--- config.mk ---
export PLATFORM = sky130hd
export DESIGN_NAME = sgm_regs
export DESIGN_NICKNAME = d
export VERILOG_FILES = /design/src/rtl/sgm_pkg.sv /design/src/rtl/sgm_regs.sv
export SDC_FILE = /design/constraint.sdc
export NUM_CORES = 1
export LEC_CHECK = 0
export ABC_AREA = 1
export BUFFER_PORTS_ARGS = -buffer_cell sky130_fd_sc_hd__buf_2
export CORE_MARGIN = 4
export CORE_UTILIZATION = 42
export CTS_BUF_LIST = sky130_fd_sc_hd__clkbuf_16
export CTS_CLUSTER_DIAMETER = 200
export DETAILED_ROUTE_END_ITERATION = 7
export PLACE_DENSITY = 0.9
export SYNTH_ARGS = -nofsm -noshare
export SYNTH_HDL_FRONTEND = slang
export SYNTH_SLANG_ARGS = --single-unit
--- constraint.sdc ---
create_clock -name clk -period 2.1 [get_ports clk]
set_input_delay 0.525 -clock clk [delete_from_list [all_inputs] [get_ports clk]]
set_output_delay 0.525 -clock clk [all_outputs]
set_load 0.05 [all_outputs]
--- src/rtl/sgm_pkg.sv ---
// ----------------------------------------------------------------------------
// sgm_pkg
// Shared constants, types and register codes of the Sobel magnitude block.
// ----------------------------------------------------------------------------
package sgm_pkg;

	localparam int MAX_WIDTH  = 1024;
	localparam int PIX_W      = 8;
	localparam int COL_W      = $clog2(MAX_WIDTH);
	localparam int WID_W      = 11;
	localparam int HGT_W      = 12;
	localparam int ADDR_W     = 3;
	localparam int DATA_W     = 32;
	localparam int GRAD_W     = 12;
	localparam int GDIV_W     = 8;
	localparam int RAD_W      = 16;
	localparam int ROOT_W     = RAD_W / 2;
	localparam int REM_W      = ROOT_W + 1;
	localparam int ROOT_STEPS = ROOT_W;
	localparam int STEP_W     = $clog2(ROOT_STEPS);

	localparam logic REG_WIDTH  = 1'b0;
	localparam logic REG_HEIGHT = 1'b1;

	typedef struct packed {
		logic [WID_W-1:0] width;
		logic [HGT_W-1:0] height;
	} cfg_t;

	typedef struct packed {
		logic accept;     // capture the word, read the line buffers
		logic update;     // write back lines, shift window, form gradients
		logic square;     // form gradient energy, arm the root unit
		logic root_step;  // one digit of the square root
		logic load_out;   // move the root into the output register
	} ctrl_cmd_t;

	typedef struct packed {
		logic has_result;
		logic out_free;
	} dp_status_t;

endpackage

--- src/rtl/sgm_regs.sv ---
// ----------------------------------------------------------------------------
// sgm_regs
// APB register file holding frame width and height.
// ----------------------------------------------------------------------------
module sgm_regs
	import sgm_pkg::*;
(
	input  logic              clk,
	input  logic              arst_n,
	input  logic              psel,
	input  logic              penable,
	input  logic              pwrite,
	input  logic [ADDR_W-1:0] paddr,
	input  logic [DATA_W-1:0] pwdata,
	output logic [DATA_W-1:0] prdata,
	output logic              pready,
	output cfg_t              cfg
);

	logic [WID_W-1:0] width_q;
	logic [HGT_W-1:0] height_q;
	logic             wr_en;
	logic             reg_sel;

	assign pready  = 1'b1;
	assign wr_en   = psel & penable & pwrite;
	assign reg_sel = paddr[2];

	always_ff @(posedge clk or negedge arst_n) begin
		if (!arst_n) begin
			width_q  <= WID_W'(640);
			height_q <= HGT_W'(480);
		end else if (wr_en) begin
			case (reg_sel)
				REG_WIDTH:  width_q  <= pwdata[WID_W-1:0];
				REG_HEIGHT: height_q <= pwdata[HGT_W-1:0];
				default:    ;
			endcase
		end
	end

	always_comb begin
		case (reg_sel)
			REG_WIDTH:  prdata = {{(DATA_W-WID_W){1'b0}}, width_q};
			REG_HEIGHT: prdata = {{(DATA_W-HGT_W){1'b0}}, height_q};
			default:    prdata = '0;
		endcase
	end

	assign cfg.width  = width_q;
	assign cfg.height = height_q;

endmodule

# After elaboration in Yosys (flattened, before gate mapping)
# Cells that the tools add are included.
[word_totals] ff_bits=23 latchBits=0 rom_bits=0 mem_bits_rw=0 mem_count=0
[classes] multipliers=0 n_shift=0 n_reduce_logical=2 n_eq_ne=0 add_sub_neg=0 n_bitwise=3 order_cmp=0 muxes=1 div=0
[op_table] operator="32-bit case mux with 2 select lines" n=1
[op_table] operator="2-bit AND reduction" n=2
[op_table] operator="1-bit bitwise AND" n=2
[op_table] operator="1-bit NOT" n=1

# Depth between registers and ports, before layout
# Gate-level depths: netlist of the first run.
[logic_depth] word_depth=3 mapped_depth=6 mapped_depth_nobuf=4

# Worst setup path before layout of the first run
# Ideal clock, no wire load.
[synth_timing] path_type="input port to output port" start="input paddr[2]" end="output prdata[0]" required_time_ns=1.575 t_arrival_ns=1.319 slack_ns=0.256 stages=5 cell_sequence="buf_2 -> inv_2 -> buf_2 -> nand2_1 -> nand2_1"
[synth_between] elab_chain_cells=2
[synth_lines] item="start, declared" line="sgm_regs.sv:13" text="input logic [ADDR_W-1:0] paddr,"
[synth_lines] item="1-bit NOT (no line)"
[synth_lines] item="32-bit case mux with 2 select lines (*)" line="sgm_regs.sv:43" text="case (reg_sel)"
[synth_lines] item="end, declared" line="sgm_regs.sv:15" text="output logic [DATA_W-1:0] prdata,"
# Mark *: on every way between the ends. The rest lies on a longest branch, timed or not. The select of a mux whose other input is x is not followed.

# Worst setup path in the final report of the first run
[layout_timing] start="input paddr[2]" end="output prdata[2]"
# Same word-level chain as after synthesis.

==> impl_metrics.ini, run 1 <==
[route]
wl_um = 2900
num_vias = 1147
dr.pass1.iters = 4
ant_nets = 0
drcViolationCount = 0
drt_iter0_markers = 24
via_per_inst = 4.64
wl_per_cell_um = 11.7

[clock_network]
insertion_delay_ns = 0.25
clockRootBuffer = clkbuf_16
cts_buffers = 3
cts.clk_slew.worst_paths_ns = 0.06
cts-hold-fix-buffers = 0
cts.repair.resized = 0
cts.sinks = 23
htreeDepth = 1
cts_setup_buffers = 0
cts_max_path_buffers = 2
cts_tree = done

[pwr]
p_comb_frac = 0.451
internal_power_uw = 953
p_sw_frac = 0.484
ir_drop_mv = 0.527
powerDensity_nw_per_um2 = 1200
pwr-share-seq = 0.327
p_switching_uw = 893
p_leak_nw = 0.951
finalPower_mw = 1.85
p_clk_frac = 0.222

[synthesis]
syn_area_per_cell_um2 = 7.61
ys_warn_count = 0
ys_ff_latch = 23
yosysTopAreaCellShare = 0.339
synth_area_um2 = 1250
ys_types = 11
synth_top_cell_by_area = dfrtp_1
synth_area_leaders = dfrtp_1 34%, nand2_1 24%, buf_4 14%
seq_area_frac_synth = 0.465
synth_cells = 165

[place]
placed_area_um2 = 1460
port_buffers = 52
place_ws_ns = 0.316
hpwlAfterDp_um = 2130
place_inst = 243
gp_congestion = 0.728

[timing]
clock_skew_ns = 0
fmax_mhz = 559
hold_viol_final = 0
post-route-period-util = 0.852
tightest_slew_ns = 0.510
slew_headroom = 0.660
min_period_ns = 1.79
holdWs_ns = 0.237
fin_ws_ns = 0.311
rsz0062_at_grt = no
tns_ns = 0
finalSetupViolCount = 0
slew_viol_final = 0

[critical_path]
path_class = input port to primary output
startpoint_type = input port
end_kind = primary output
worstReg2RegStart = height_q[7]$_DFFE_PN1P_
r2r_cells = 2
ff2ff_setup_slack_ns = 1.39
crit_required_ns = 1.57
cp.arrival_ns = 1.26
path_max_fanout = 17
r2r-end = height_q[7]$_DFFE_PN1P_

[worst_hold_path]
hp-class = input port to async pin

[job]
max-cap-violations = 0

[cells_and_area]
area_growth_pct = 22.7
nets = 257
fin_util = 0.549
drive_gt1_frac = 0.324
final_cells = 247
fin_area_um2 = 1540
antennaDiodeCount = 0

[die]
rows = 19
num_io_pins = 96
die_y_um = 62.7
start_util = 0.447
design.core.area_um2 = 2810
dieArea_um2 = 3930
fp.dieW_um = 62.7

[run_status]
status = finished clean

[global_routing]
grt_usage = 0.141
gr-total-overflow = 0
grt_pass1_vias = 980
grt_max_degree = 24
grt_pass1_wl_um = 4480
antenna_found_initial = 0
-- Yosys cell counts (all sizes together) --
cell,count
nand2,81
buf,30
nand3,23
dfrtp,17
dfstp,6
inv,3
conb,2
nand4,2
nor2,1
-- power groups by stage --
| stage | clock [mW] | combinational, mW | sequential, mW |
|---|---|---|---|
| floorplan | 0 | 0.388 | 0.907 |
| global placement | 0 | 0.827 | 0.609 |
| detailed placement | 0 | 0.837 | 0.611 |
| CTS | 0.417 | 0.836 | 0.605 |
| global route | 0.432 | 0.870 | 0.618 |
| finish | 0.410 | 0.832 | 0.604 |
-- flip-flops by register name, summed over array words and instances (netlist names) --
signal and cells:
width_q 11, height_q 12
-- critical path, cell delays in order --
cell and delay, ns:
buf_2 0.11, buf_4 0.23, nand2_1 0.07, nand2_1 0.06
buf_2 0.25
-- worst max-delay path by stage --
stage	start	end	cells past startpoint
2_1_floorplan	paddr[2]	prdata[0]	5
3_5_place_dp	paddr[2]	prdata[7]	5
4_1_cts	paddr[2]	prdata[6]	5
3_3_place_gp	paddr[2]	prdata[2]	5
6_report	paddr[2]	prdata[2]	5
5_1_grt	paddr[2]	prdata[10]	6
-- cells in the final DEF, fill, tap and decap left out, drive strengths merged --
| cell type | instances |
|---|---|
| buf | 58 |
| clkbuf | 3 |
| clkinv | 1 |
| conb | 21 |
| dfrtp | 17 |
| dfstp | 6 |
| inv | 3 |
| nand2 | 81 |
| nand3 | 23 |
| nand4 | 2 |
| nor2 | 1 |
-- final cells by class --
| type | instances | area, um2 |
|---|---|---|
| repair buffers | 58 | 305 |
| flip-flops and latches | 23 | 583 |
| fillers | 276 | 1260 |
| multi-input cells | 128 | 522 |
| inverters | 3 | 11.3 |
| clock inverters | 1 | 5.00 |
| well taps | 31 | 38.8 |
| clock buffers | 3 | 75.1 |
-- logic make-up after synthesis --
family | Yosys count | share of synthesized area
buffers and inverters | 33 | 0.176
flip-flops | 23 | 0.465
other | 2 | 0.00598
AND/OR/NAND/NOR | 107 | 0.353
-- routing by layer --
metal,vias to the layer above,routed length [um],share of wire,track usage
met1,528,1200,0.41,0.168
met4,0,40,0.014,0.0579
li1,572,-,-,-
met2,43,1470,0.51,0.249
met3,4,196,0.068,0.0270
met5,-,0,0,0
Note: power is estimated with default switching activity, not from simulation.
==> inputs of run 2 (changes only) <==
Settings changed: ABC_AREA 1 to default.
==> impl_metrics.ini, run 2 <==
[cells_and_area]
mostFrequentLayoutCell = buf_2
final_cells = 169
regMostFlops = height_q
area_growth_pct = 22.2
reg.largest.list = height_q x12, width_q x11
nets = 179
layout_common_cells = 52 x buf_2, 24 x mux2_2, 21 x conb_1, 17 x dfrtp_1, 10 x mux2_4
largest_register_ffs = 12
antennaDiodeCount = 0
drive_gt1_frac = 0.717

[clock_network]
cts.repair.resized = 0
cts_buffers = 3
cts_tree = done
cts_max_path_buffers = 2
clockRootBuffer = clkbuf_16
cts.clk_slew.worst_paths_ns = 0.06
insertion_delay_ns = 0.25
htreeDepth = 1
cts-hold-fix-buffers = 0
cts_setup_buffers = 0
cts.sinks = 23

[run_status]
status = finished clean

[route]
num_vias = 792
dr.pass1.iters = 3
via_per_inst = 4.69
wl_per_cell_um = 14.7
drt_iter0_markers = 13
drcViolationCount = 0
ant_nets = 0
wl_um = 2480

[global_routing]
grt_pass1_vias = 845
grt.busiest_layer = met2
antenna_found_initial = 0
grt_max_degree = 24
use_met3 = 0.0450
grt_usage = 0.129
gr-total-overflow = 0
use_met2 = 0.216
grt_pass1_wl_um = 4130
grt_use_met1 = 0.157

[synthesis]
seq_area_frac_synth = 0.471
ys_warn_count = 0
synth_common_cells = 24 x mux2_2, 21 x buf_4, 17 x dfrtp_1
ys_types = 11
synth_edf_count = 0
syn_area_per_cell_um2 = 14.4
yosysMostFrequentCell = mux2_2
ys_ff_latch = 23
yosys_most_used_dff = dfrtp_1
synth_area_um2 = 1240
yosysTopAreaCellShare = 0.343
synth_area_leaders = dfrtp_1 34%, mux2_2 22%, dfstp_2 13%
synth_cells = 86
async_flop_share = 1.00
synth_top_cell_by_area = dfrtp_1

[pwr]
powerDensity_nw_per_um2 = 1360
p_sw_frac = 0.480
pwr-share-seq = 0.307
internal_power_mw = 1.07
p_leak_nw = 0.812
p_switching_uw = 992
ir_drop_mv = 0.901
p_clk_frac = 0.203
p_comb_frac = 0.491

[timing]
clock_skew_ns = 0
post-route-period-util = 0.921
fmax_mhz = 517
rsz0062_at_grt = no
tns_ns = 0
slew_viol_final = 0
hold_viol_final = 0
finalSetupViolCount = 0
min_period_ns = 1.93

[critical_path]
ff2ff_setup_slack_ns = 1.32
worstReg2RegStart = width_q[8]$_DFFE_PN0P_
path_class = input port to primary output
end_kind = primary output
cp.arrival_ns = 1.41
startpoint_type = input port
r2r-end = width_q[8]$_DFFE_PN0P_
crit_required_ns = 1.57
path_max_fanout = 14
r2r_cells = 1

[place]
port_buffers = 52
gp_congestion = 0.619
hpwlAfterDp_um = 1890
place_inst = 165

[die]
dieArea_um2 = 3880
fp.dieW_um = 62.3
die_y_um = 62.3
design.core.area_um2 = 2780
num_io_pins = 96
rows = 19
start_util = 0.445

[job]
max-cap-violations = 0

[worst_hold_path]
hp-class = input port to async pin
-- run 2: worst max-delay path by stage --
stage	to	from	cells after the start
after CTS	prdata[2]	paddr[2]	3
after global placement	prdata[5]	paddr[2]	3
after detailed placement	prdata[2]	paddr[2]	3
final	prdata[2]	paddr[2]	3
after floorplan	prdata[10]	paddr[2]	2
after global routing	prdata[5]	paddr[2]	3
-- run 2: area by class of cell --
class                      instances  area (um2)
fill                             240        1270
timing repair buffer              53         268
multi-input combinational         58         542
clock inverter                     1        7.51
tap                               31        38.8
clock buffer                       3        75.1
sequential                        23         583
-- run 2: metrics by stage --
step                      setup WS [ns]   util  cell area (um2)  hold WS (ns)  power [mW]
final                             0.167  0.544             1510         0.226        2.07
after global routing              0.108  0.544             1510         0.266        2.16
after floorplan                   0.396      -             1310         0.229        1.48
after CTS                         0.153  0.544             1510         0.251        2.09
after detailed placement          0.159  0.515             1430         0.510        1.66
after global placement            0.162  0.515             1430         0.498        1.63
-- run 2: logic make-up (layout without fill, tap and decap cells) --
group,Yosys count,count (layout),share of synthesized area
buf+inv,24,57,0.149
mux,34,34,0.339
flops,23,23,0.471
other cells,2,21,0.00606
simple gates,3,3,0.0343
-- run 2: power by group through the flow --
stage	Clock, mW	Sequential [mW]	Combinational (mW)
finish	0.419	0.634	1.01
global route	0.455	0.648	1.05
floorplan	0	0.982	0.495
global placement	0	0.624	1.01
CTS	0.432	0.634	1.02
detailed placement	0	0.639	1.02
-- run 2: routing by layer --
layer | vias up | wire length, um
met5 | - | 0
met4 | 0 | 9
met3 | 2 | 275
met2 | 49 | 1190
met1 | 388 | 1000
li1 | 353 | -
-- run 2: critical path, cell delays in order --
cell	delay, ns
buf_2	0.29
mux2_2	0.38
buf_2	0.21
==> inputs of run 3 (changes only) <==
Settings changed: CORE_ASPECT_RATIO from default to 1.2.
==> impl_metrics.ini, run 3 (synthesis results as in run 2) <==
[cells_and_area]
reg.largest.list = height_q x12, width_q x11
regMostFlops = height_q
nets = 180
drive_gt1_frac = 0.719
antennaDiodeCount = 0
largest_register_ffs = 12
mostFrequentLayoutCell = buf_2
register_area_um2 = 583
fill_cells = 239
layout_common_cells = 52 x buf_2, 24 x mux2_2, 21 x conb_1, 17 x dfrtp_1, 10 x mux2_4
multiInputGateArea_um2 = 542
area_growth_pct = 22.9

[timing]
clock_skew_ns = 0
slew_viol_final = 0
holdWs_ns = 0.235
tightest_slew_ns = 0.513
hold_viol_final = 0
rsz0062_at_grt = no
finalSetupViolCount = 0
tns_ns = 0
post-route-period-util = 0.922
min_period_ns = 1.94
fmax_mhz = 517
slew_headroom = 0.658

[die]
start_util = 0.441
num_io_pins = 96
die_y_um = 67.5
design.core.area_um2 = 2810
fp.dieW_um = 57.6
dieArea_um2 = 3890
rows = 21

[route]
wl_per_cell_um = 14.1
num_vias = 788
ant_nets = 0
drt_iter0_markers = 5
wl_um = 2440
via_per_inst = 4.55
drcViolationCount = 0
dr.pass1.iters = 4

[pwr]
p_leak_nw = 0.820
powerDensity_nw_per_um2 = 1350
ir_drop_mv = 0.876

[clock_network]
cts.clk_slew.worst_paths_ns = 0.06
htreeDepth = 1
cts.repair.resized = 0
cts_tree = done
clockRootBuffer = clkbuf_16
cts_buffers = 3
cts.sinks = 23
cts_max_path_buffers = 2
insertion_delay_ns = 0.25
cts_setup_buffers = 0
cts-hold-fix-buffers = 0

[place]
gp_congestion = 0.623
hpwlAfterDp_um = 1920
port_buffers = 52

[worst_hold_path]
hp-class = input port to async pin

[critical_path]
crit_required_ns = 1.57
path_max_fanout = 14
path_class = input port to primary output
startpoint_type = input port
end_kind = primary output
cp.arrival_ns = 1.41

[global_routing]
gr-total-overflow = 0
grt_pass1_wl_um = 3790
grt_pass1_vias = 815
grt_max_degree = 24
antenna_found_initial = 0
grt_usage = 0.128

[job]
max-cap-violations = 0

[run_status]
status = finished clean
## run 3: cell types whose count changed in the layout (fill, tap and decap cells not counted)
cell        previous run  this run
buf_4                  1         2
clkinv_2               0         1
clkinvlp_4             1         0
## run 3: cell type report
type,instances,share of cell area
flip-flops and latches,23,0.383
multi-input cells,58,0.356
well taps,34,0.0279
clock buffers,3,0.0493
clock inverters,1,0.00329
repair buffers,54,0.181
## run 3: critical path, cell delays in order
cell and delay, ns:
buf_2 0.29, mux2_2 0.38, buf_2 0.21
## run 3: routing by layer
metal	vias up	global-route usage	wire length [um]
li1	360	-	-
met1	377	0.145	913
met2	49	0.226	1230
met3	2	0.0382	285
met4	0	0.0464	13
met5	-	0	0
## run 3: where the power goes
group / switching (mW) / total (mW) / internal [mW]
Clock: 0.152 / 0.408 / 0.256
Combinational: 0.762 / 1.02 / 0.255
Sequential: 0.0697 / 0.631 / 0.561
## run 3: final timing paths
kind,startpoint,to,slack (ns),cells past startpoint
max,paddr[2],prdata[8],0.16,3
min,arst_n,width_q[2]$_DFFE_PN0P_,0.23,1
max reg2reg,width_q[2]$_DFFE_PN0P_,width_q[2]$_DFFE_PN0P_,1.32,1
min reg2reg,width_q[4]$_DFFE_PN0P_,width_q[4]$_DFFE_PN0P_,0.53,1
max in group asynchronous,arst_n,height_q[7]$_DFFE_PN1P_,1.50,1
min in group clk,pwdata[11],height_q[11]$_DFFE_PN0P_,0.51,2
## run 3: through the flow
step	util	power, mW	std cells	instance area (um2)	worst slack [ns]
after detailed placement	0.513	1.66	169	1440	0.159
after CTS	0.542	2.07	173	1520	0.158
final	0.542	2.06	173	1520	0.164
after floorplan	-	1.48	105	1310	0.396
after global placement	0.513	1.64	169	1440	0.169
after global routing	0.542	2.15	173	1520	0.119
