**src/rtl/sgm_pkg.sv**
```systemverilog
// ----------------------------------------------------------------------------
// sgm_pkg
// Shared constants, types and register codes of the Sobel magnitude block.
// ----------------------------------------------------------------------------
package sgm_pkg;

	localparam int MAX_WIDTH  = 1024;
	localparam int PIX_W      = 8;
	localparam int COL_W      = $clog2(MAX_WIDTH);
	localparam int WID_W      = 11;
	localparam int HGT_W      = 12;
	localparam int ADDR_W     = 3;
	localparam int DATA_W     = 32;
	localparam int GRAD_W     = 12;
	localparam int GDIV_W     = 8;
	localparam int RAD_W      = 16;
	localparam int ROOT_W     = RAD_W / 2;
	localparam int REM_W      = ROOT_W + 1;
	localparam int ROOT_STEPS = ROOT_W;
	localparam int STEP_W     = $clog2(ROOT_STEPS);

	localparam logic REG_WIDTH  = 1'b0;
	localparam logic REG_HEIGHT = 1'b1;

	typedef struct packed {
		logic [WID_W-1:0] width;
		logic [HGT_W-1:0] height;
	} cfg_t;

	typedef struct packed {
		logic accept;     // capture the word, read the line buffers
		logic update;     // write back lines, shift window, form gradients
		logic square;     // form gradient energy, arm the root unit
		logic root_step;  // one digit of the square root
		logic load_out;   // move the root into the output register
	} ctrl_cmd_t;

	typedef struct packed {
		logic has_result;
		logic out_free;
	} dp_status_t;

endpackage

```
**src/rtl/sgm_ctrl.sv**
```systemverilog
// ----------------------------------------------------------------------------
// sgm_ctrl
// Sequencer: one pixel word at a time through read, gradient, root, output.
// ----------------------------------------------------------------------------
module sgm_ctrl
	import sgm_pkg::*;
(
	input  logic       clk,
	input  logic       arst_n,
	input  logic       in_valid,
	output logic       in_ready,
	input  dp_status_t status,
	output ctrl_cmd_t  cmd
);

	typedef enum logic [4:0] {
		ST_IDLE   = 5'b00001,
		ST_UPDATE = 5'b00010,
		ST_SQUARE = 5'b00100,
		ST_ROOT   = 5'b01000,
		ST_WAIT   = 5'b10000
	} state_t;

	state_t            state_q, state_d;
	logic [STEP_W-1:0] step_q;

	assign in_ready = (state_q == ST_IDLE);

	always_comb begin
		state_d = state_q;
		cmd     = '0;
		case (state_q)
			ST_IDLE: begin
				if (in_valid) begin
					cmd.accept = 1'b1;
					state_d    = ST_UPDATE;
				end
			end
			ST_UPDATE: begin
				cmd.update = 1'b1;
				state_d    = status.has_result ? ST_SQUARE : ST_IDLE;
			end
			ST_SQUARE: begin
				cmd.square = 1'b1;
				state_d    = ST_ROOT;
			end
			ST_ROOT: begin
				cmd.root_step = 1'b1;
				if (step_q == STEP_W'(ROOT_STEPS - 1))
					state_d = ST_WAIT;
			end
			ST_WAIT: begin
				// hold until the output register can take the word
				if (status.out_free) begin
					cmd.load_out = 1'b1;
					state_d      = ST_IDLE;
				end
			end
			default: state_d = ST_IDLE;
		endcase
	end

	always_ff @(posedge clk or negedge arst_n) begin
		if (!arst_n) begin
			state_q <= ST_IDLE;
			step_q  <= '0;
		end else begin
			state_q <= state_d;
			if (cmd.square)
				step_q <= '0;
			else if (cmd.root_step)
				step_q <= step_q + STEP_W'(1);
		end
	end

endmodule

```
**config.mk**
```make
export PLATFORM = sky130hd
export DESIGN_NAME = sgm_ctrl
export DESIGN_NICKNAME = d
export VERILOG_FILES = /design/src/rtl/sgm_pkg.sv /design/src/rtl/sgm_ctrl.sv
export SDC_FILE = /design/constraint.sdc
export NUM_CORES = 1
export LEC_CHECK = 0
export BUFFER_PORTS_ARGS = -buffer_cell sky130_fd_sc_hd__buf_2
export CORE_AREA = 2 2 39 41
export CTS_CLUSTER_SIZE = 10
export DETAILED_ROUTE_END_ITERATION = 8
export DIE_AREA = 0 0 41 43
export PLACE_DENSITY = 0.55
export SLEW_MARGIN = 10
export SYNTH_ARGS = -nofsm -noshare
export SYNTH_HDL_FRONTEND = slang
export SYNTH_SLANG_ARGS = --single-unit
```
**constraint.sdc**
```tcl
create_clock -name clk -period 2.3 [get_ports clk]
set_input_delay 0 -clock clk [delete_from_list [all_inputs] [get_ports clk]]
set_output_delay 0 -clock clk [all_outputs]
set_load 0.02 [all_outputs]
```
### After elaboration in Yosys (flattened, before gate mapping)

Cells that the tools add are included.

* add/subtract/negate cells: 1
* eq/ne operators: 9
* mux-type cells: 14
* reduce and logical (&&, ||, !) cells: 2

Operator list (number)
* $pmux W5 S5: 1
* $mux W5: 3
* $mux W3: 3
* $mux W1: 7
* $ne A2 B2 Y1 const B: 3
* $eq A5 B1 Y1 const B: 1
* $eq A5 B2 Y1 const B: 1
* $eq A5 B3 Y1 const B: 1
* $eq A5 B4 Y1 const B: 1
* $eq A5 B5 Y1 const B: 1
* $add A3 B1 Y3 const B: 1
* $eq A3 B3 Y1 const B: 1
* $reduce_and A3 Y1: 1
* $reduce_bool A2 Y1: 1

* register bits: 8
* bits of input ports: 5
* output and inout port bits: 6
* word-level logic and storage cells: 28

### Longest topological paths before layout

Gate-level depths: netlist of the first run.

* depth in word-level cells: 4
* mapped depth: 5
* depth with buffers taken out: 5

### Worst setup path before layout of the first run

Ideal clock, no wire load.

* path kind: register to output
* from: register state_q[0]
* to: output cmd[4] (netlist name)
* arrival time: 1316 ps
* required time: 2300 ps
* setup slack: 984 ps
* cell stages (with the launch flop): 4
* buffers on the path: 0
* cell sequence: dfstp_2 > nor2b_1 > and3_1 > and2_1

RTL lines
* start: declaration: line sgm_ctrl.sv:24 `state_t state_q, state_d;`
* start signal: assignment: line sgm_ctrl.sv:68 `state_q <= state_d;`
* end: declaration: line sgm_ctrl.sv:13 `output ctrl_cmd_t cmd`

==> metrics.cfg, run 1 <==
[placement]
preCtsSetupSlack_ns=0.923
port_buffers=10
gp_routability_congestion=0.681
dp_hpwl_um=753

[power]
pwr_density_cell_mw_per_mm2=937
static-leakage-power_nw=0.307
vdd_drop_max_v=0.000540

[cells_and_area]
layout_commonest_cell=sky130_fd_sc_hd__buf_2
final_cell_mix=sky130_fd_sc_hd__buf_2 (10), sky130_fd_sc_hd__dfrtp_1 (7), sky130_fd_sc_hd__nor2_1 (4), sky130_fd_sc_hd__nand2_1 (4), sky130_fd_sc_hd__o21ai_0 (4)
sequential_cell_area_um2=201
fillCellCount=146
antenna_cells=0
flow.area_growth_from_synthesis_pct=23.1
nets=77
multi_input_area_um2=275
layout.core_utilization_pct=44.4
layout_cell_share_with_drive_strength_beyond_1_pct=24.6

[critical_path]
critical_path.max_stage_delay_ns=0.58
critical-path-slowest-cell=sky130_fd_sc_hd__dfstp_2
crit_type=flip-flop to output pin
crit_path_cell_trace=nor2b_1 > and3_1 > and2_1 > buf_2
crit_path_end_kind=output pin
timing.critical_path.required_ns=2.30
timing.critical_path.arrival_ns=1.59
critPathLaunchType=flip-flop
max_fo_critical_path=8

[clock_tree]
clk_buf_depth=2
worstSkewPairLatency_ns=0.26
cts.sinks=8
tritoncts_clock_tree=yes
clock_h_tree_levels=1
tritoncts.num_buffers=3
post_cts_resized=0
clk_pin_slew_worst_paths_ns=0.06
cts.root.buffer_cell=sky130_fd_sc_hd__clkbuf_4

[die]
top_level_ports=11
core_mm2=0.00138
rows=14
die-height_um=43
floorplan.initialDensity_pct=36.1
chipWidth_um=41
area_of_the_die_mm2=0.00176

[timing]
layout_worst_path_cycle_share_pct=69.3
finalHoldViolCount=0
timing.final.ws_setup_ns=0.706
post-route-min-period_ns=1.59
normalized_max_slew_margin_pct=79.4
fmax_mhz=627
setup_tns_ns=0
setup_violations=0
rsz0062_at_grt=false
final_max_slew_viol_count=0
worst_pin_slew_ns=0.306
worst_clock_skew_ns=0.00172

[flow_run]
cap_violations=0

[route]
postRouteAntennaNets=0
drcViolationCount=0
total_number_of_vias=449
drt-wirelength-per-cell_um=12.0
vias_per_cell=5.28
drtIter0Drc=3
drtPass1Iterations=3
finalWirelength_um=1020

[synthesis]
synth_nets=61
synth_cell_type_count=29
post-synth-top-area-fraction_pct=35.1
netlist.top_cell.by_area=sky130_fd_sc_hd__dfrtp_1
yosys_warnings=0
synth.yosys.seq_area_share_pct=40.4
seq_cells_post_synth=8
netlist_area_um2=499
async_reset_ff_share_pct=100
synthesis.instances=54
synth_edf_count=0
synth_top_flop_cell=sky130_fd_sc_hd__dfrtp_1
netlist_top_cells_area=sky130_fd_sc_hd__dfrtp_1 (35%), sky130_fd_sc_hd__dfstp_2 (5.3%), sky130_fd_sc_hd__a22o_1 (5.3%)
post_synthesis_mean_instance_area_um2=9.24

[global_routing]
grt_overflow_total=0
global_route.usage.total_pct=14.6
grt_pass1_wl_um=1720
grt_start_max_net_pins=13
vias_in_the_first_global_route=410
grt_antenna_before_repair=0

[min_path]
hp-class=input pin to flip-flop

[outcome]
outcome=finished, final reports clean

==> kinds of logic after synthesis <==
| group | Yosys count | share of synthesized area, % |
|---|---|---|
| adders and majority gates | 2 | 5.01 |
| DFF | 8 | 40.4 |
| and+or+nand+nor | 24 | 29.3 |
| AOI/OAI and AO/OA | 15 | 20.8 |
| buffers and inverters | 5 | 4.51 |
==> per-stage QoR <==
stage	hold WS (ns)	total power, W	area [um2]	std cells
after global placement	-0.143	0.000449	558	78
after global routing	0.0915	0.000624	614	85
after floorplan	-0.296	0.000390	499	54
final	0.0902	0.000575	614	85
after detailed placement	-0.143	0.000452	558	78
after CTS	0.0913	0.000577	614	85
==> what timing repair did <==
item | CTS | global route
hold buffers | 3 | 0
endpoints found under the hold margin | 10 | 0
setup buffers | 0 | 0
==> Yosys cell counts, drive strengths merged (2+ instances only) <==
cell,instances
a22o,3
a31oi,2
dfrtp,7
o21ai,5
nor2,4
inv,3
ha,2
nand2b,2
and2,3
nand2,4
nor3,2
==> critical path: cells and delay by family, from the launching register on <==
family / cells / cell delay, ns
buf+inv: 1 / 0.15
flops: 1 / 0.58
simple gates: 3 / 0.60
==> power breakdown <==
part | internal, W | leakage [nW] | switching (W)
Combinational | 0.000109 | 0.185 | 0.000125
Sequential | 0.000176 | 0.107 | 0.0000454
Clock | 0.0000667 | 0.0150 | 0.0000534
==> cell type report <==
cell class / count / share of cell area (%)
multi-input cells: 41 / 44.8
flip-flops and latches: 8 / 32.8
repair buffers: 13 / 13.0
clock buffers: 4 / 4.28
well taps: 16 / 3.26
inverters: 3 / 1.83
==> final timing paths <==
check                            from          to  slack, ns  depth (start not counted)
min in group asynchronous      arst_n   step_q[1]       0.11                          2
setup reg to reg           state_q[0]  state_q[0]       0.90                          4
hold reg to reg             step_q[1]   step_q[1]       0.54                          1
setup / recovery           state_q[0]      cmd[4]       0.71                          4
max in group asynchronous      arst_n  state_q[0]       1.95                          2
hold / removal              status[0]  state_q[4]       0.09                          3
==> sequential cells by signal, indices dropped and copies added, names as in the netlist <==
| register | cells |
|---|---|
| state_q | 5 |
| step_q | 3 |
==> per-layer routing <==
| metal | part of all wire, % | global-route usage, % |
|---|---|---|
| met5 | 0 | 0 |
| met4 | 0 | 6.00 |
| met3 | 5.4 | 6.28 |
| met2 | 48 | 22.2 |
| met1 | 47 | 17.3 |
No activity file was read; power rests on OpenSTA's default activity.
==> inputs of run 2 (changes only) <==
Clock period 2.3 ns to 1.48 ns, I/O delays scaled along.
==> metrics.cfg, run 2 (synthesis gave the netlist of run 1 again) <==
[route]
vias_per_cell=5.18
drtPass1Iterations=5
postRouteAntennaNets=0
drt-wirelength-per-cell_um=13.2
total_number_of_vias=482
drtIter0Drc=14
finalWirelength_um=1230
drcViolationCount=0

[cells_and_area]
final_cell_mix=sky130_fd_sc_hd__buf_4 (9), sky130_fd_sc_hd__buf_2 (7), sky130_fd_sc_hd__dfrtp_1 (5)
flow.area_growth_from_synthesis_pct=44.1
number_of_flip_flops_under_the_largest_register_name=5
antenna_cells=0
layout_cell_share_with_drive_strength_beyond_1_pct=42.9
fillCellCount=131
layout_top_registers=state_q (5), step_q (3)
layout_commonest_cell=sky130_fd_sc_hd__buf_4
layout.core_utilization_pct=52.0
largest_register=state_q
nets=85

[timing]
layout_worst_path_cycle_share_pct=97.9
post-route-min-period_ns=1.45
worst_clock_skew_ns=0.00397
timing.final.ws_setup_ns=0.0318
setup_violations=0
worst_pin_slew_ns=0.252
fmax_mhz=690
rsz0062_at_grt=true
finalHoldViolCount=0
normalized_max_slew_margin_pct=83.1
final_max_slew_viol_count=0

[critical_path]
reg2reg_slack_ns=0.08
worst-path-buf-inv=2
timing.critical_path.arrival_ns=1.45
critical-path-slowest-cell=sky130_fd_sc_hd__dfrtp_1
crit_path_cell_trace=or3_4 > or2_4 > inv_2 > buf_6
crit_path_end_kind=output pin
crit_type=flip-flop to output pin
critPathLaunchType=flip-flop
max_fo_critical_path=2
timing.critical_path.required_ns=1.48
worst_path_dominant_cell_family=simple AND/OR/NAND/NOR gates
critical_path.max_stage_delay_ns=0.39

[global_routing]
grt_antenna_before_repair=0
vias_in_the_first_global_route=486
grt_overflow_total=0
grt_start_max_net_pins=13
grt_pass1_wl_um=2100
global_route.usage.total_pct=17.7

[die]
floorplan.initialDensity_pct=36.1
area_of_the_die_mm2=0.00176
top_level_ports=11
core_mm2=0.00138
rows=14
die-height_um=43
chipWidth_um=41

[clock_tree]
clk_buf_depth=2
clk_pin_slew_worst_paths_ns=0.06
cts.root.buffer_cell=sky130_fd_sc_hd__clkbuf_4
tritoncts.num_buffers=3
clock_h_tree_levels=1
cts.sinks=8
tritoncts_clock_tree=yes
worstSkewPairLatency_ns=0.26

[power]
vdd_drop_max_v=0.00104
static-leakage-power_nw=0.355
pwr_density_cell_mw_per_mm2=1490

[placement]
port_buffers=10
gp_routability_congestion=0.680
dp_hpwl_um=825
preCtsSetupSlack_ns=0.0980

[outcome]
outcome=finished, final reports clean

[min_path]
hp-class=input pin to flip-flop

[flow_run]
cap_violations=0

[run 2: cell count changes in the layout (fill, tap and decap cells not counted), sizes merged]
cell / delta
buf: +8
[run 2: area by class of cell]
type | count | area [um2] | area share, %
Inverter | 3 | 11.3 | 1.57
Timing Repair Buffer | 21 | 155 | 21.6
Clock buffer | 4 | 26.3 | 3.65
Multi-Input combinational cell | 41 | 303 | 42.1
Sequential cell | 8 | 204 | 28.3
Tap cell | 16 | 20.0 | 2.78
[run 2: stage by stage]
step	cells	setup TNS (ns)	total power (W)	hold WS, ns	cell area (um2)
after floorplan	54	0	0.000607	-0.296	499
after global placement	80	0	0.000721	-0.142	573
after detailed placement	80	0	0.000726	-0.141	573
after CTS	92	0	0.00102	0.0909	684
after global routing	93	-0.00670	0.00115	0.113	719
final	93	0	0.00107	0.0920	719
[run 2: per-layer routing]
metal  track usage [%]  up-vias  routed length [um]
li1                  -      243                   -
met1              22.7      230                 564
met2              27.8        9                 620
met3              2.62        0                  42
met4              8.00        0                   0
met5                 0        -                   0
[run 2: final timing paths]
kind                       startpoint          to  cells past startpoint
min in group asynchronous      arst_n   step_q[0]                      2
setup reg to reg           state_q[4]  state_q[0]                      5
setup / recovery           state_q[4]      cmd[1]                      4
hold reg to reg             step_q[2]   step_q[2]                      1
max in group asynchronous      arst_n  state_q[0]                      2
hold / removal              status[0]  state_q[4]                      3
[run 2: report_power, final]
part / switching [W] / internal (W) / leakage, nW
Combinational: 0.000251 / 0.000302 / 0.237
Clock: 0.0000829 / 0.000104 / 0.0150
Sequential: 0.0000584 / 0.000276 / 0.104
[run 2: what timing repair did]
action,CTS,global route
setup endpoints to repair,2,8
resized for setup,6,10
endpoints found under the hold margin,10,0
buffers inserted,5,1
hold buffers,3,0
pin swaps,2,4
gates cloned,0,0
[run 2: worst register-to-register path: cells and delay by family (launching register included)]
kind | cells | cell delay (ns)
flops | 1 | 0.39
compound gates | 2 | 0.15
buf+inv | 1 | 0.14
simple gates | 2 | 0.65
==> inputs of run 3 (changes only) <==
--- a/config.mk
+++ b/config.mk
@@ -11,5 +11,5 @@
 export DETAILED_ROUTE_END_ITERATION = 8
 export DIE_AREA = 0 0 41 43
-export PLACE_DENSITY = 0.55
+export PLACE_DENSITY = 0.57
 export SLEW_MARGIN = 10
 export SYNTH_ARGS = -nofsm -noshare
==> constraint.sdc (replaced) <==
create_clock -name clk -period 1.2 [get_ports clk]
set_input_delay 0 -clock clk [delete_from_list [all_inputs] [get_ports clk]]
set_output_delay 0 -clock clk [all_outputs]
set_load 0.01 [all_outputs]
==> metrics.cfg, run 3 (synthesis gave the netlist of run 1 again) <==
[outcome]
outcome=complete, but fails checks
violations=negative setup slack

[die]
core_mm2=0.00138
chipWidth_um=41
floorplan.initialDensity_pct=36.1
die-height_um=43
rows=14
area_of_the_die_mm2=0.00176
top_level_ports=11

[cells_and_area]
fillCellCount=116
layout_cell_share_with_drive_strength_beyond_1_pct=53.5
final_cell_mix=sky130_fd_sc_hd__buf_4 (14), sky130_fd_sc_hd__buf_6 (7), sky130_fd_sc_hd__buf_2 (6), sky130_fd_sc_hd__dfrtp_1 (6), sky130_fd_sc_hd__nand2_1 (4)
largest_register=state_q
number_of_flip_flops_under_the_largest_register_name=5
flow.area_growth_from_synthesis_pct=66.9
layout_commonest_cell=sky130_fd_sc_hd__buf_4
nets=94
post-route-cell-area_um2=833
antenna_cells=0
layout_top_registers=state_q (5), step_q (3)

[power]
vdd_drop_max_v=0.000876
static-leakage-power_nw=0.407
pwr_density_cell_mw_per_mm2=1720

[critical_path]
regToRegEndpoint=state_q[0]
timing.critical_path.required_ns=1.20
timing.critical_path.arrival_ns=1.47
ff2ff_path_depth=5
critical_path.startpoint=state_q[0]
critical_path.reg2reg.startpoint=state_q[0]
crit_type=flip-flop to output pin
reg2reg_slack_ns=-0.21
crit_path_end_kind=output pin
endpoint=cmd[1]
max_fo_critical_path=6
critPathLaunchType=flip-flop

[global_routing]
grt_antenna_before_repair=0
vias_in_the_first_global_route=481
grt_overflow_total=0
grt_start_max_net_pins=9
global_route.usage.total_pct=17.6
grt_pass1_wl_um=2090

[clock_tree]
clk_buf_depth=2
worstSkewPairLatency_ns=0.25
cts.root.buffer_cell=sky130_fd_sc_hd__clkbuf_4
clk_pin_slew_worst_paths_ns=0.06
tritoncts_clock_tree=yes
cts.sinks=8
clock_h_tree_levels=1
tritoncts.num_buffers=3

[route]
drcViolationCount=0
postRouteAntennaNets=0
drt-wirelength-per-cell_um=12.7
drtPass1Iterations=3
finalWirelength_um=1290
vias_per_cell=5.06
drtIter0Drc=1
total_number_of_vias=516

[timing]
post-route-min-period_ns=1.47
normalized_max_slew_margin_pct=82.7
rsz0062_at_grt=true
timing.final.ws_setup_ns=-0.266
setup_tns_ns=-1.42
worst_clock_skew_ns=0.00256
finalHoldViolCount=0
setup_violations=9
layout_worst_path_cycle_share_pct=122
worst_pin_slew_ns=0.258
fmax_mhz=682
final_max_slew_viol_count=0

[placement]
dp_hpwl_um=866
port_buffers=10
placement.cell_area_um2=643
gp_routability_congestion=0.740

[min_path]
hp-class=input pin to asynchronous set/reset pin

[flow_run]
cap_violations=0

## run 3: cell type report
class	instances	area [um2]	area share [%]
multi-input combinational	41	329	39.5
sequential	8	203	24.3
tap	16	20.0	2.40
clock buffer	4	26.3	3.15
timing repair buffer	30	244	29.3
inverter	3	11.3	1.35
## run 3: worst min path at each step
stage / to / slack, ns / cells after the start
2_1_floorplan: state_q[1] / -0.30 / 0
3_3_place_gp: step_q[2] / -0.15 / 1
3_5_place_dp: step_q[2] / -0.15 / 1
4_1_cts: step_q[2] / 0.12 / 2
5_1_grt: state_q[4] / 0.12 / 3
6_report: step_q[2] / 0.12 / 2
## run 3: power breakdown
group          internal (W)  leakage, nW  switching [W]
sequential         0.000338        0.105      0.0000663
clock              0.000127       0.0150      0.0000940
combinational      0.000488        0.287       0.000321
total              0.000954        0.407       0.000481
## run 3: per-stage QoR
stage / hold slack [ns] / worst slack [ns] / total power, W / utilization, % / cells
4_1_cts: 0.117 / -0.239 / 0.00134 / 56.0 / 99
3_5_place_dp: -0.146 / -0.130 / 0.000968 / 46.5 / 89
2_1_floorplan: -0.296 / -0.0838 / 0.000714 / - / 54
3_3_place_gp: -0.147 / -0.122 / 0.000959 / 46.5 / 89
6_report: 0.122 / -0.266 / 0.00143 / 60.2 / 102
5_1_grt: 0.121 / -0.306 / 0.00154 / 60.2 / 102
## run 3: worst max-delay path, cell delays in order (launching register included)
cell                      delay (ns)
sky130_fd_sc_hd__dfstp_2        0.40
sky130_fd_sc_hd__or3_4          0.40
sky130_fd_sc_hd__or2_4          0.27
sky130_fd_sc_hd__inv_2          0.06
sky130_fd_sc_hd__buf_6          0.09
## run 3: per-layer routing
layer	GRT usage [%]	vias up	part of all wire, %	wire (um)
li1	-	267	-	-
met1	23.2	237	43	558
met2	26.3	10	53	681
met3	5.24	2	3.0	39
met4	6.00	0	1.1	14
met5	0	-	0	0
## run 3: timing repair
item | CTS | global route
buffers inserted | 3 | 3
hold buffers | 3 | 0
gates resized for setup | 14 | 9
endpoints found under the setup margin | 11 | 11
endpoints found under the hold margin | 10 | 0
pin swaps | 7 | 3
